--- src/rtl/fcast_pkg.sv ---
// ----------------------------------------------------------------------------
// fcast_pkg
// Types, register codes and helpers shared by the floor casting texcoord
// generator.
// ----------------------------------------------------------------------------
`default_nettype none

package fcast_pkg;

	// One input item: a screen pixel.
	typedef struct packed {
		logic [11:0] row;
		logic        new_row;
	} fcast_in_t;

	// One result item.
	typedef struct packed {
		logic               valid_res;
		logic signed [15:0] cell_x;
		logic signed [15:0] cell_y;
		logic [9:0]         tex_x;
		logic [9:0]         tex_y;
		logic               tile_select;
	} fcast_out_t;

	// Configuration register indexes.
	localparam int CFG_IDX_W = 4;
	localparam logic [CFG_IDX_W-1:0] CFG_CAMERA_X      = 4'd0;
	localparam logic [CFG_IDX_W-1:0] CFG_CAMERA_Y      = 4'd1;
	localparam logic [CFG_IDX_W-1:0] CFG_VIEW_DIR_X    = 4'd2;
	localparam logic [CFG_IDX_W-1:0] CFG_VIEW_DIR_Y    = 4'd3;
	localparam logic [CFG_IDX_W-1:0] CFG_CAM_PLANE_X   = 4'd4;
	localparam logic [CFG_IDX_W-1:0] CFG_CAM_PLANE_Y   = 4'd5;
	localparam logic [CFG_IDX_W-1:0] CFG_SCREEN_WIDTH  = 4'd6;
	localparam logic [CFG_IDX_W-1:0] CFG_SCREEN_HEIGHT = 4'd7;

	// Divisor width: twice the largest row offset, or the screen width.
	localparam int DIV_VW = 13;

	typedef enum logic [1:0] {
		MUL_PLANE_X,
		MUL_PLANE_Y,
		MUL_WORLD_X,
		MUL_WORLD_Y
	} fcast_mul_sel_t;

	typedef enum logic {
		DIV_ROW_DIST,
		DIV_STEP
	} fcast_div_src_t;

	typedef struct packed {
		logic           cap_in;
		logic           div_start;
		fcast_div_src_t div_src;
		logic           ld_row_dist;
		logic           ld_step_x;
		logic           ld_step_y;
		logic           mul_en;
		fcast_mul_sel_t mul_sel;
		logic           ld_world_x;
		logic           ld_world_y;
		logic           set_row_ok;
		logic           clr_row_ok;
		logic           emit;
	} fcast_cmd_t;

	typedef struct packed {
		logic p_pos;
		logic div_busy;
		logic div_done;
		logic out_free;
	} fcast_sts_t;

	// Saturate a wide signed value to the signed 32-bit range.
	function automatic logic [31:0] sat32(input logic [65:0] v);
		logic [31:0] r;
		if (v[65:31] == '0 || v[65:31] == '1) begin
			r = v[31:0];
		end else if (v[65]) begin
			r = 32'h8000_0000;
		end else begin
			r = 32'h7FFF_FFFF;
		end
		return r;
	endfunction

endpackage

`default_nettype wire

--- src/rtl/fcast_div.sv ---
// ----------------------------------------------------------------------------
// fcast_div
// Unsigned restoring divider, one quotient bit per cycle.
// ----------------------------------------------------------------------------
`default_nettype none

module fcast_div #(
	parameter int DW = 49,
	parameter int VW = 13
) (
	input  wire logic          clk,
	input  wire logic          arst_n,
	input  wire logic          start,
	input  wire logic [DW-1:0] dividend,
	input  wire logic [VW-1:0] divisor,
	output logic               busy,
	output logic               done,
	output logic [DW-1:0]      quot,
	output logic [VW-1:0]      rem
);

	localparam int CW = $clog2(DW + 1);

	logic [DW-1:0] quot_q;
	logic [VW-1:0] rem_q;
	logic [VW-1:0] dvs_q;
	logic [CW-1:0] cnt_q;
	logic          busy_q;
	logic          done_q;

	logic [VW:0]   trial;
	logic [VW:0]   diff;
	logic          ge;

	assign trial = {rem_q, quot_q[DW-1]};
	assign ge    = trial >= {1'b0, dvs_q};
	assign diff  = trial - {1'b0, dvs_q};

	always_ff @(posedge clk or negedge arst_n) begin
		if (!arst_n) begin
			busy_q <= 1'b0;
			done_q <= 1'b0;
			cnt_q  <= '0;
		end else begin
			done_q <= 1'b0;
			if (start) begin
				busy_q <= 1'b1;
				cnt_q  <= CW'(DW);
			end else if (busy_q) begin
				cnt_q <= cnt_q - CW'(1);
				if (cnt_q == CW'(1)) begin
					busy_q <= 1'b0;
					done_q <= 1'b1;
				end
			end
		end
	end

	// shift in one dividend bit, subtract when it fits
	always_ff @(posedge clk) begin
		if (start) begin
			quot_q <= dividend;
			rem_q  <= '0;
			dvs_q  <= divisor;
		end else if (busy_q) begin
			quot_q <= {quot_q[DW-2:0], ge};
			rem_q  <= ge ? diff[VW-1:0] : trial[VW-1:0];
		end
	end

	assign busy = busy_q;
	assign done = done_q;
	assign quot = quot_q;
	assign rem  = rem_q;

	a_done_after_busy: assert property (@(posedge clk) disable iff (!arst_n)
		done_q |-> $past(busy_q))
		else $error("divider done without a running division");

endmodule

`default_nettype wire

--- src/rtl/fcast_dp.sv ---
// ----------------------------------------------------------------------------
// fcast_dp
// Datapath: configuration, row setup arithmetic, world point and result
// register.
// ----------------------------------------------------------------------------
`default_nettype none

module fcast_dp #(
	parameter int TEX_SIZE  = 64,
	parameter int FRAC_BITS = 16
) (
	input  wire logic                            clk,
	input  wire logic                            arst_n,
	input  wire logic                            cfg_valid,
	input  wire logic [fcast_pkg::CFG_IDX_W-1:0] cfg_index,
	input  wire logic [31:0]                     cfg_data,
	input  wire fcast_pkg::fcast_in_t            in_data,
	input  wire fcast_pkg::fcast_cmd_t           cmd,
	output fcast_pkg::fcast_sts_t                sts,
	input  wire logic                            out_stall,
	output logic                                 out_valid,
	output fcast_pkg::fcast_out_t                out_data
);

	import fcast_pkg::*;

	localparam int DIV_W   = (12 + FRAC_BITS > 65 - FRAC_BITS) ? 12 + FRAC_BITS
	                                                           : 65 - FRAC_BITS;
	localparam int TM_W    = 11 + FRAC_BITS;
	localparam logic [10:0] TEX_C    = 11'(TEX_SIZE);
	localparam logic [9:0]  TEX_MASK = 10'(TEX_SIZE - 1);

	// configuration
	logic signed [31:0] cam_x_q, cam_y_q, dir_x_q, dir_y_q, pln_x_q, pln_y_q;
	logic [11:0]        scr_w_q, scr_h_q;

	// row state
	logic [11:0]        row_q;
	logic signed [31:0] row_dist_q, step_x_q, step_y_q, world_x_q, world_y_q;
	logic               row_ok_q;
	logic signed [64:0] prod_q;
	logic               div_neg_q;

	fcast_out_t         out_q;
	logic               out_valid_q;

	always_ff @(posedge clk or negedge arst_n) begin
		if (!arst_n) begin
			cam_x_q <= '0;
			cam_y_q <= '0;
			dir_x_q <= -32'sd65536;
			dir_y_q <= '0;
			pln_x_q <= '0;
			pln_y_q <= 32'sd43253;
			scr_w_q <= 12'd640;
			scr_h_q <= 12'd480;
		end else if (cfg_valid) begin
			case (cfg_index)
				CFG_CAMERA_X:      cam_x_q <= cfg_data;
				CFG_CAMERA_Y:      cam_y_q <= cfg_data;
				CFG_VIEW_DIR_X:    dir_x_q <= cfg_data;
				CFG_VIEW_DIR_Y:    dir_y_q <= cfg_data;
				CFG_CAM_PLANE_X:   pln_x_q <= cfg_data;
				CFG_CAM_PLANE_Y:   pln_y_q <= cfg_data;
				CFG_SCREEN_WIDTH:  scr_w_q <= cfg_data[11:0];
				CFG_SCREEN_HEIGHT: scr_h_q <= cfg_data[11:0];
				default: ;
			endcase
		end
	end

	// row offset below the horizon
	logic signed [12:0] p_off;
	logic               p_pos;
	assign p_off = signed'({1'b0, row_q}) - signed'({2'b00, scr_h_q[11:1]});
	assign p_pos = !p_off[12] && (p_off != '0);

	// divider operands
	logic signed [64:0] prod_shr;
	logic [64:0]        prod_mag;
	logic [DIV_W-1:0]   div_dividend;
	logic [DIV_VW-1:0]  div_divisor;
	logic [DIV_VW-1:0]  w_eff;
	logic [DIV_W-1:0]   div_quot;
	logic [DIV_VW-1:0]  div_rem;
	logic               div_busy, div_done;

	assign prod_shr = prod_q >>> (FRAC_BITS - 1);
	assign prod_mag = prod_q[64] ? 65'(-prod_shr) : 65'(prod_shr);
	assign w_eff    = (scr_w_q == '0) ? DIV_VW'(1) : DIV_VW'(scr_w_q);

	always_comb begin
		case (cmd.div_src)
			DIV_ROW_DIST: begin
				div_dividend = DIV_W'(scr_h_q) << FRAC_BITS;
				div_divisor  = {p_off[11:0], 1'b0};
			end
			DIV_STEP: begin
				div_dividend = prod_mag[DIV_W-1:0];
				div_divisor  = w_eff;
			end
			default: begin
				div_dividend = '0;
				div_divisor  = w_eff;
			end
		endcase
	end

	fcast_div #(
		.DW(DIV_W),
		.VW(DIV_VW)
	) u_div (
		.clk     (clk),
		.arst_n  (arst_n),
		.start   (cmd.div_start),
		.dividend(div_dividend),
		.divisor (div_divisor),
		.busy    (div_busy),
		.done    (div_done),
		.quot    (div_quot),
		.rem     (div_rem)
	);

	// floor-correct and saturate the unsigned quotient
	logic [DIV_W:0] q_up;
	logic [31:0]    div_res;
	assign q_up = (DIV_W + 1)'(div_quot) + (DIV_W + 1)'(|div_rem);

	always_comb begin
		if (!div_neg_q) begin
			div_res = (div_quot > DIV_W'(32'h7FFF_FFFF)) ? 32'h7FFF_FFFF
			                                            : div_quot[31:0];
		end else if (q_up > (DIV_W + 1)'(33'h0_8000_0000)) begin
			div_res = 32'h8000_0000;
		end else begin
			div_res = 32'(-q_up[31:0]);
		end
	end

	// multiplier operand
	logic signed [32:0] mul_b;
	always_comb begin
		case (cmd.mul_sel)
			MUL_PLANE_X: mul_b = {pln_x_q[31], pln_x_q};
			MUL_PLANE_Y: mul_b = {pln_y_q[31], pln_y_q};
			MUL_WORLD_X: mul_b = {dir_x_q[31], dir_x_q} - {pln_x_q[31], pln_x_q};
			MUL_WORLD_Y: mul_b = {dir_y_q[31], dir_y_q} - {pln_y_q[31], pln_y_q};
			default:     mul_b = '0;
		endcase
	end

	// start point: camera plus floored product
	logic signed [64:0] prod_frac;
	logic [31:0]        world_x_st, world_y_st;
	assign prod_frac  = prod_q >>> FRAC_BITS;
	assign world_x_st = sat32({{34{cam_x_q[31]}}, cam_x_q} + {prod_frac[64], prod_frac});
	assign world_y_st = sat32({{34{cam_y_q[31]}}, cam_y_q} + {prod_frac[64], prod_frac});

	// advanced point
	logic [31:0] world_x_nx, world_y_nx;
	assign world_x_nx = sat32({{34{world_x_q[31]}}, world_x_q}
	                        + {{34{step_x_q[31]}}, step_x_q});
	assign world_y_nx = sat32({{34{world_y_q[31]}}, world_y_q}
	                        + {{34{step_y_q[31]}}, step_y_q});

	// per-pixel result
	logic [47:0]     wx_ext, wy_ext;
	logic [TM_W-1:0] tmul_x, tmul_y;
	fcast_out_t      res;

	assign wx_ext = {{16{world_x_q[31]}}, world_x_q};
	assign wy_ext = {{16{world_y_q[31]}}, world_y_q};
	assign tmul_x = TM_W'(TEX_C) * TM_W'(world_x_q[FRAC_BITS-1:0]);
	assign tmul_y = TM_W'(TEX_C) * TM_W'(world_y_q[FRAC_BITS-1:0]);

	always_comb begin
		res = '0;
		if (row_ok_q) begin
			res.valid_res   = 1'b1;
			res.cell_x      = wx_ext[FRAC_BITS+15:FRAC_BITS];
			res.cell_y      = wy_ext[FRAC_BITS+15:FRAC_BITS];
			res.tex_x       = tmul_x[FRAC_BITS+9:FRAC_BITS] & TEX_MASK;
			res.tex_y       = tmul_y[FRAC_BITS+9:FRAC_BITS] & TEX_MASK;
			res.tile_select = world_x_q[FRAC_BITS] ^ world_y_q[FRAC_BITS];
		end
	end

	always_ff @(posedge clk or negedge arst_n) begin
		if (!arst_n) begin
			row_dist_q  <= '0;
			step_x_q    <= '0;
			step_y_q    <= '0;
			world_x_q   <= '0;
			world_y_q   <= '0;
			row_ok_q    <= 1'b0;
			out_valid_q <= 1'b0;
		end else begin
			if (cmd.ld_row_dist) row_dist_q <= div_res;
			if (cmd.ld_step_x)   step_x_q   <= div_res;
			if (cmd.ld_step_y)   step_y_q   <= div_res;
			if (cmd.set_row_ok)  row_ok_q   <= 1'b1;
			if (cmd.clr_row_ok)  row_ok_q   <= 1'b0;
			if (cmd.ld_world_x)  world_x_q  <= world_x_st;
			if (cmd.ld_world_y)  world_y_q  <= world_y_st;
			if (cmd.emit) begin
				out_valid_q <= 1'b1;
				if (row_ok_q) begin
					world_x_q <= world_x_nx;
					world_y_q <= world_y_nx;
				end
			end else if (!out_stall) begin
				out_valid_q <= 1'b0;
			end
		end
	end

	always_ff @(posedge clk) begin
		if (cmd.cap_in) row_q <= in_data.row;
		if (cmd.mul_en) prod_q <= row_dist_q * mul_b;
		if (cmd.div_start) div_neg_q <= (cmd.div_src == DIV_STEP) && prod_q[64];
		if (cmd.emit) out_q <= res;
	end

	assign sts.p_pos    = p_pos;
	assign sts.div_busy = div_busy;
	assign sts.div_done = div_done;
	assign sts.out_free = !out_valid_q || !out_stall;

	assign out_valid = out_valid_q;
	assign out_data  = out_q;

	a_invalid_zero: assert property (@(posedge clk) disable iff (!arst_n)
		(out_valid_q && !out_q.valid_res) |-> (out_q.cell_x == '0 && out_q.cell_y == '0
			&& out_q.tex_x == '0 && out_q.tex_y == '0 && !out_q.tile_select))
		else $error("invalid result carries nonzero fields");

endmodule

`default_nettype wire

--- src/rtl/fcast_ctrl.sv ---
// ----------------------------------------------------------------------------
// fcast_ctrl
// Sequencer for row setup and pixel emission.
// ----------------------------------------------------------------------------
`default_nettype none

module fcast_ctrl (
	input  wire logic                  clk,
	input  wire logic                  arst_n,
	input  wire logic                  in_valid,
	input  wire logic                  new_row,
	output logic                       in_stall,
	input  wire fcast_pkg::fcast_sts_t sts,
	output fcast_pkg::fcast_cmd_t      cmd
);

	import fcast_pkg::*;

	typedef enum logic [3:0] {
		S_IDLE,
		S_CHK,
		S_WAIT_RD,
		S_MUL_SX,
		S_START_SX,
		S_WAIT_SX,
		S_MUL_SY,
		S_START_SY,
		S_WAIT_SY,
		S_MUL_WX,
		S_LD_WX,
		S_MUL_WY,
		S_LD_WY,
		S_PIX
	} state_t;

	state_t state_q, state_nx;

	always_ff @(posedge clk or negedge arst_n) begin
		if (!arst_n) begin
			state_q <= S_IDLE;
		end else begin
			state_q <= state_nx;
		end
	end

	always_comb begin
		state_nx = state_q;
		cmd      = '0;
		cmd.div_src = DIV_STEP;
		cmd.mul_sel = MUL_PLANE_X;
		case (state_q)
			S_IDLE: begin
				if (in_valid) begin
					cmd.cap_in = 1'b1;
					state_nx   = new_row ? S_CHK : S_PIX;
				end
			end
			S_CHK: begin
				cmd.div_src = DIV_ROW_DIST;
				if (sts.p_pos) begin
					cmd.div_start = 1'b1;
					state_nx      = S_WAIT_RD;
				end else begin
					cmd.clr_row_ok = 1'b1;
					state_nx       = S_PIX;
				end
			end
			S_WAIT_RD: begin
				if (sts.div_done) begin
					cmd.ld_row_dist = 1'b1;
					state_nx        = S_MUL_SX;
				end
			end
			S_MUL_SX: begin
				cmd.mul_en = 1'b1;
				state_nx   = S_START_SX;
			end
			S_START_SX: begin
				cmd.div_start = 1'b1;
				state_nx      = S_WAIT_SX;
			end
			S_WAIT_SX: begin
				if (sts.div_done) begin
					cmd.ld_step_x = 1'b1;
					state_nx      = S_MUL_SY;
				end
			end
			S_MUL_SY: begin
				cmd.mul_en  = 1'b1;
				cmd.mul_sel = MUL_PLANE_Y;
				state_nx    = S_START_SY;
			end
			S_START_SY: begin
				cmd.div_start = 1'b1;
				state_nx      = S_WAIT_SY;
			end
			S_WAIT_SY: begin
				if (sts.div_done) begin
					cmd.ld_step_y = 1'b1;
					state_nx      = S_MUL_WX;
				end
			end
			S_MUL_WX: begin
				cmd.mul_en  = 1'b1;
				cmd.mul_sel = MUL_WORLD_X;
				state_nx    = S_LD_WX;
			end
			S_LD_WX: begin
				cmd.ld_world_x = 1'b1;
				state_nx       = S_MUL_WY;
			end
			S_MUL_WY: begin
				cmd.mul_en  = 1'b1;
				cmd.mul_sel = MUL_WORLD_Y;
				state_nx    = S_LD_WY;
			end
			S_LD_WY: begin
				cmd.ld_world_y = 1'b1;
				cmd.set_row_ok = 1'b1;
				state_nx       = S_PIX;
			end
			S_PIX: begin
				if (sts.out_free) begin
					cmd.emit = 1'b1;
					state_nx = S_IDLE;
				end
			end
			default: state_nx = S_IDLE;
		endcase
	end

	assign in_stall = (state_q != S_IDLE);

	a_emit_free: assert property (@(posedge clk) disable iff (!arst_n)
		cmd.emit |-> sts.out_free)
		else $error("result loaded over an untaken result");

	a_div_idle: assert property (@(posedge clk) disable iff (!arst_n)
		cmd.div_start |-> !sts.div_busy)
		else $error("division started while divider busy");

	a_take_in_idle: assert property (@(posedge clk) disable iff (!arst_n)
		cmd.cap_in |=> (state_q == S_CHK || state_q == S_PIX))
		else $error("accepted pixel not routed to setup or emission");

endmodule

`default_nettype wire

--- src/rtl/floor_cast_texcoord_gen.sv ---
// ----------------------------------------------------------------------------
// floor_cast_texcoord_gen
// Perspective floor casting: floor cell, texel and checker tile per pixel.
// ----------------------------------------------------------------------------
// Usage:
//   Input channel (in_valid / in_stall / in_data) takes one pixel per
//   transfer; set new_row on the first pixel of each screen row so the block
//   recomputes row distance, per-pixel step and start point for that row.
//   Output channel (out_valid / out_stall / out_data) returns one result per
//   pixel, in order. Rows at or above the horizon return valid_res = 0 with
//   all other fields zero.
//   Configuration channel (cfg_valid / cfg_ready / cfg_index / cfg_data)
//   writes camera, direction, plane (signed Q16.16) and screen size; write
//   only while no pixel is in flight. cfg_ready is always high.
// Sequence:
//   A pixel without row setup passes from the idle state, which takes it, to
//   the emission step, which loads its result into the output register. A row
//   setup pixel below the horizon adds three passes through the shared
//   bit-serial divider (one quotient bit per cycle, 12 + FRAC_BITS or
//   65 - FRAC_BITS bits, whichever is larger) plus the multiply and load steps.
//   One pixel is in work at a time; in_stall stays high until its result
//   sits in the output register.
// Reset: clears the row state (every pixel reads invalid until a row setup)
//   and loads the register defaults. A stalled output holds its result and
//   the next pixel waits in its emission step until the result is taken.
// ----------------------------------------------------------------------------
`default_nettype none

module floor_cast_texcoord_gen #(
	parameter int TEX_SIZE  = 64,
	parameter int FRAC_BITS = 16
) (
	input  wire logic                            clk,
	input  wire logic                            arst_n,
	// pixel input
	input  wire logic                            in_valid,
	output logic                                 in_stall,
	input  wire fcast_pkg::fcast_in_t            in_data,
	// result output
	output logic                                 out_valid,
	input  wire logic                            out_stall,
	output fcast_pkg::fcast_out_t                out_data,
	// configuration writes
	input  wire logic                            cfg_valid,
	output logic                                 cfg_ready,
	input  wire logic [fcast_pkg::CFG_IDX_W-1:0] cfg_index,
	input  wire logic [31:0]                     cfg_data
);

	import fcast_pkg::*;

	fcast_cmd_t cmd;
	fcast_sts_t sts;

	// Registers accept every write; the user keeps writes to idle periods.
	assign cfg_ready = 1'b1;

	// Sequencer: accept a pixel, run row setup if flagged, emit the result.
	fcast_ctrl u_ctrl (
		.clk     (clk),
		.arst_n  (arst_n),
		.in_valid(in_valid),
		.new_row (in_data.new_row),
		.in_stall(in_stall),
		.sts     (sts),
		.cmd     (cmd)
	);

	// Datapath: registers, shared multiplier and divider, result register.
	fcast_dp #(
		.TEX_SIZE (TEX_SIZE),
		.FRAC_BITS(FRAC_BITS)
	) u_dp (
		.clk      (clk),
		.arst_n   (arst_n),
		.cfg_valid(cfg_valid),
		.cfg_index(cfg_index),
		.cfg_data (cfg_data),
		.in_data  (in_data),
		.cmd      (cmd),
		.sts      (sts),
		.out_stall(out_stall),
		.out_valid(out_valid),
		.out_data (out_data)
	);

endmodule

`default_nettype wire

--- config.mk ---
export PLATFORM = sky130hd
export DESIGN_NAME = floor_cast_texcoord_gen
export DESIGN_NICKNAME = d
export VERILOG_FILES = /design/src/rtl/fcast_pkg.sv /design/src/rtl/fcast_div.sv /design/src/rtl/fcast_dp.sv /design/src/rtl/fcast_ctrl.sv /design/src/rtl/floor_cast_texcoord_gen.sv
export SDC_FILE = /design/constraint.sdc
export NUM_CORES = 2
export LEC_CHECK = 0
export BUFFER_PORTS_ARGS = -buffer_cell sky130_fd_sc_hd__buf_2
export CAP_MARGIN = 20
export CORE_MARGIN = 5
export CORE_UTILIZATION = 55
export DETAILED_ROUTE_END_ITERATION = 7
export HOLD_SLACK_MARGIN = 0.05
export PLACE_DENSITY = 0.71
export SLEW_MARGIN = 20
export SYNTH_ARGS = -nofsm -noshare
export SYNTH_HDL_FRONTEND = slang
export SYNTH_SLANG_ARGS = --single-unit
export TNS_END_PERCENT = 5
--- constraint.sdc ---
create_clock -name clk -period 28.3 [get_ports clk]
set_input_delay 1.415 -clock clk [delete_from_list [all_inputs] [get_ports clk]]
set_output_delay 1.415 -clock clk [all_outputs]
set_load 0.01 [all_outputs]
======== Yosys cells after proc, flatten, opt, wreduce, memory -nomap -nowiden ========
Cells that the tools add are included.
W data, S select, Z words.
cells by class
  add/sub/neg operators ................... 12
  $mul .................................... 1
  magnitude comparators ................... 3
  eq/ne operators ......................... 34
  muxes and demuxes ....................... 63
  bitwise operators ....................... 1
  reductions and logical operators ........ 34
operators by type and width
  kind                    count
  $mux W32                17
  $mux W49                3
  $eq A35 B35 Y1 const B  4
  $logic_not A35 Y1       4
  $pmux W33 S4            1
  $add A32 B49 Y50        2
  $pmux W49 S2            1
  $add A32 B32 Y33        2
  $sub A32 B32 Y33        2
  $mul A32 B33 Y65        1
  $pmux W4 S14            1
  $mux W54                1
  $add A49 B1 Y50         1
  $gt A50 B32 Y1 const B  1
  $gt A49 B31 Y1 const B  1
  $neg A49 Y49            1
  $eq A4 B3 Y1 const B    8
  $neg A32 Y32            1
  $mux W4                 7
  $pmux W13 S2            1
  $eq A4 B4 Y1 const B    6
  $mux W1                 24
  $eq A4 B2 Y1 const B    4
  $reduce_and A2 Y1       8
  other kinds (30)        46
storage, ports and cells
  flip-flop bits (word level) ............. 597
  input port bits ......................... 54
  logic and storage cells ................. 181

======== Logic depth before layout (Yosys ltp) ========
  word-level depth ........................ 7
  gate-level depth with buffers ........... 47
  depth with buffers taken out ............ 46

======== By module ========
Synthesis repeated with hierarchy kept, for this count alone.
second synthesis, totals
  cell total of the unflattened synthesis .. 8279
  area total of the unflattened synthesis .. 77704.5 um^2
by module, submodules not included
  module                   times used  cells each  area an instance (um^2)  sequential area each (um^2)
  fcast_dp                 1           7875        72991.3                  12771.0
  fcast_div                1           329         4165.2                   2322.2
  fcast_ctrl               1           73          536.8                    100.1
  floor_cast_texcoord_gen  1           2           11.3                     0.0

======== Worst setup path after synthesis ========
OpenSTA, ideal clock, no wires.
  path type ............................... flip-flop to flip-flop
  start point ............................. register u_dp.pln_y_q[2]
  end point ............................... register u_dp.prod_q[62], data pin
  setup time .............................. 0.258 ns
  data arrival time ....................... 10.642 ns
  path slack .............................. 17.400 ns
  stages on the path, launching flop included .. 40
  buffers on the path ..................... 2
  period minus slack after synthesis ...... 10.900 ns
  cell sequence ........................... dfstp_2 inv_1 ha_1 nor2b_1 o2111a_1 o21ai_1 a21oi_1 o21a_1 a31o_2 a31o_2 a21oi_1 nand2b_1 a21oi_1 o2111ai_1 a32oi_1 clkbuf_1 clkbuf_1 nand2_1 (+4 left out) fa_1 fa_1 fa_1 fa_1 inv_1 fa_1 inv_1 ha_1 a311o_1 o32ai_1 o41a_1 o21ai_0 a211oi_2 o21ai_1 a221oi_2 o21bai_1 a21o_1 xor2_1
between the ends
  word-level cells in the longest chain between the ends .. 3
ends and longest elaborated chain
  element                 RTL line         RTL
  from (decl)             fcast_dp.sv:34   logic signed [31:0] cam_x_q, cam_y_q, dir_x_q, dir_y_q, pln_x_q, pln_y_q;
  from (signal assigned)  fcast_dp.sv:64   CFG_CAM_PLANE_Y: pln_y_q <= cfg_data;
  $sub A32 B32 Y33        fcast_dp.sv:147  MUL_WORLD_Y: mul_b = {dir_y_q[31], dir_y_q} - {pln_y_q[31], pln_y_q};
  $pmux W33 S4 (*)        fcast_dp.sv:143  case (cmd.mul_sel)
  $mul A32 B33 Y65 (*)    fcast_dp.sv:219  if (cmd.mul_en) prod_q <= row_dist_q * mul_b;
  to (signal assigned)    fcast_dp.sv:219
  to (decl)               fcast_dp.sv:41   logic signed [64:0] prod_q;
Every way passes the cells marked *; elsewhere a longest branch is shown, timed or not.
A chain may end at the register's enable or synchronous reset.

======== Worst setup path in the final report ========
Ends and elaborated chain as after synthesis.

==> flow_summary.ini <==
[clock_network]
tritoncts = yes
cts_max_path_buffers = 3
htreeDepth = 3
post-cts-setup-buffers = 0
clk_pin_slew_ns = 0.06
cts_sinks = 574
clk_latency_ns = 0.66
root_buffer = clkbuf_16
ctsHoldBuffers = 0
cts_resized = 0
cts-buffers-inserted = 67

[run_status]
status = completed

[worst_setup_path]
required_ns = 28.68
start_kind = flip-flop
path_common_cell = fa_1
cp_slowest_cell = fa_1
critical_path.max_stage_delay_ns = 1.11
crit_path_end_kind = flip-flop
crit_type = flip-flop to flip-flop
critPathMaxFanout = 47
cp_data_arrival_time_ns = 13.03

[flow_run]
cap_violations = 0

[cells_and_area]
finalNetCount = 9830
largest_reg_flops = 50
top_register = u_dp.prod_q
layout_common_cells = inv_1, fa_1, nand2_1
drive_gt1_share_pct = 8.22
nFillCells = 12057
mostFrequentLayoutCell = inv_1
syn_to_final_growth_pct = 6.41

[detailed_routing]
ant_nets = 0
num_vias = 60751
firstDrtPassIters = 8
drt-total-wl_um = 236000
drtIter0Drc = 5197
viasPerCell = 5.98
drcViolationCount = 0
avgRoutedWirePerCell_um = 23.2

[timing]
hold_violations = 0
slew-limit-headroom_pct = 12.7
clock_skew_ns = 0.0302
clock.fmax_mhz = 79.1
setup_tns_ns = 0
rsz0062_at_grt = false
finalCritPeriodShare_pct = 44.7
period_needed_ns = 12.65
timing.final.ws_setup_ns = 15.65
worstMarginPinSlew_ns = 1.30
setup_violations = 0
slew_violations = 0

[power]
leakage_nw = 38.0
peakVddDrop_uv = 44.6
power.density_nw_per_um2 = 43.1

[floorplan]
die_y_um = 383
die_area_um2 = 147000
dieWidth_um = 383
initial_core_util_pct = 55.2
io_pins = 111
coreArea_um2 = 139000
rows = 137

[synthesis]
netlist_area_um2 = 76700
ys_top_cells_by_area = fa_1, dfrtp_1, ha_1
avgSynthCellArea_um2 = 9.21
synth_cell_types = 95
async_flop_share_pct = 67.9
synth_ff_type = dfrtp_1
yosysTopAreaCell = fa_1
synth-edff-count = 171
ys_ff_latch = 574
netlist.area_leader.share_pct = 29.2
syn_inst = 8331
yosys_warnings = 0
synth.yosys.seq_area_share_pct = 19.8

[place]
dpl.hpwl_um = 182000
portBuffers = 101
gp_congestion = 0.962
place_ws_ns = 15.90

[grt]
grt_use_total_pct = 32.2
grt_pass1_vias = 62981
grt_max_degree = 142
grt_first_pass_wirelength_um = 366000
antenna_found_initial = 13
grt-ovfl-total = 0

[worst_hold_path]
hp-class = flip-flop to flip-flop
-- cells in the mapped netlist (all sizes together) (206+ instances only) --
| master | n |
|---|---|
| ha | 438 |
| nor2 | 334 |
| mux2 | 206 |
| clkbuf | 374 |
| xnor2 | 220 |
| nand2 | 858 |
| inv | 1313 |
| a21oi | 346 |
| dfrtp | 359 |
| o21ai | 435 |
| fa | 1119 |
| and2 | 434 |
-- worst paths after layout --
kind	from	endpoint	slack (ns)	cells past startpoint
setup reg to reg	u_dp.pln_y_q[2]	u_dp.prod_q[62]	15.65	38
min in group asynchronous	arst_n	u_dp.u_div.cnt_q[3]	0.76	1
setup / recovery	u_dp.pln_y_q[2]	u_dp.prod_q[62]	15.65	38
max in group asynchronous	arst_n	u_dp.row_dist_q[25]	25.24	3
hold reg to reg	u_dp.step_y_q[9]	u_dp.step_y_q[9]	0.49	2
hold / removal	u_dp.step_y_q[9]	u_dp.step_y_q[9]	0.49	2
-- metrics by stage --
step / total power, mW / cells / utilization (%) / cell area, um2 / hold slack (ns)
2_1_floorplan: 2.09 / 8338 / - / 76700 / 0.437
3_3_place_gp: 2.56 / 10023 / 57.1 / 79300 / 0.468
3_5_place_dp: 2.59 / 10025 / 57.1 / 79400 / 0.475
4_1_cts: 3.49 / 10147 / 58.7 / 81600 / 0.490
5_1_grt: 3.69 / 10149 / 58.7 / 81600 / 0.512
6_report: 3.52 / 10154 / 58.7 / 81600 / 0.490
-- worst max-delay path, delay by kind of cell (launching register included) --
family / cells / cell delay, ns
simple gates: 3 / 0.51
buf+inv: 5 / 0.71
flops: 1 / 0.54
xor+xnor: 1 / 0.14
compound gates: 19 / 4.90
fa+ha+maj: 10 / 5.51
-- metal layers --
metal | share of wire (%) | global-route usage [%]
met1 | 41 | 43.9
met2 | 45 | 51.0
met3 | 9.0 | 6.04
met4 | 4.9 | 13.7
met5 | 0.017 | 0
-- cells by family after synthesis --
family / after synthesis / synth area share (%)
buffers and inverters: 1725 / 8.51
AND/OR/NAND/NOR: 2440 / 16.0
flip-flops: 574 / 19.8
adder cells (fa/ha/maj): 1560 / 36.4
multiplexers: 230 / 3.34
XOR/XNOR: 343 / 3.92
AO/OA/AOI/OAI: 1457 / 12.1
other: 2 / 0.00979
-- layout make-up --
class	instances	area, um2	share of cell area (%)
Antenna cell	6	15.0	0.0184
Tap cell	1876	2350	2.88
Multi-Input combinational cell	6039	55400	67.9
Sequential cell	574	15200	18.6
Inverter	1313	4930	6.04
Timing Repair Buffer	224	1460	1.78
Clock inverter	22	272	0.333
Clock buffer	100	1970	2.42
-- power by group --
group / internal, mW / switching [mW]
Clock: 0.517 / 0.379
Sequential: 0.992 / 0.142
Combinational: 0.538 / 0.950
No activity file was read; power rests on OpenSTA's default activity.
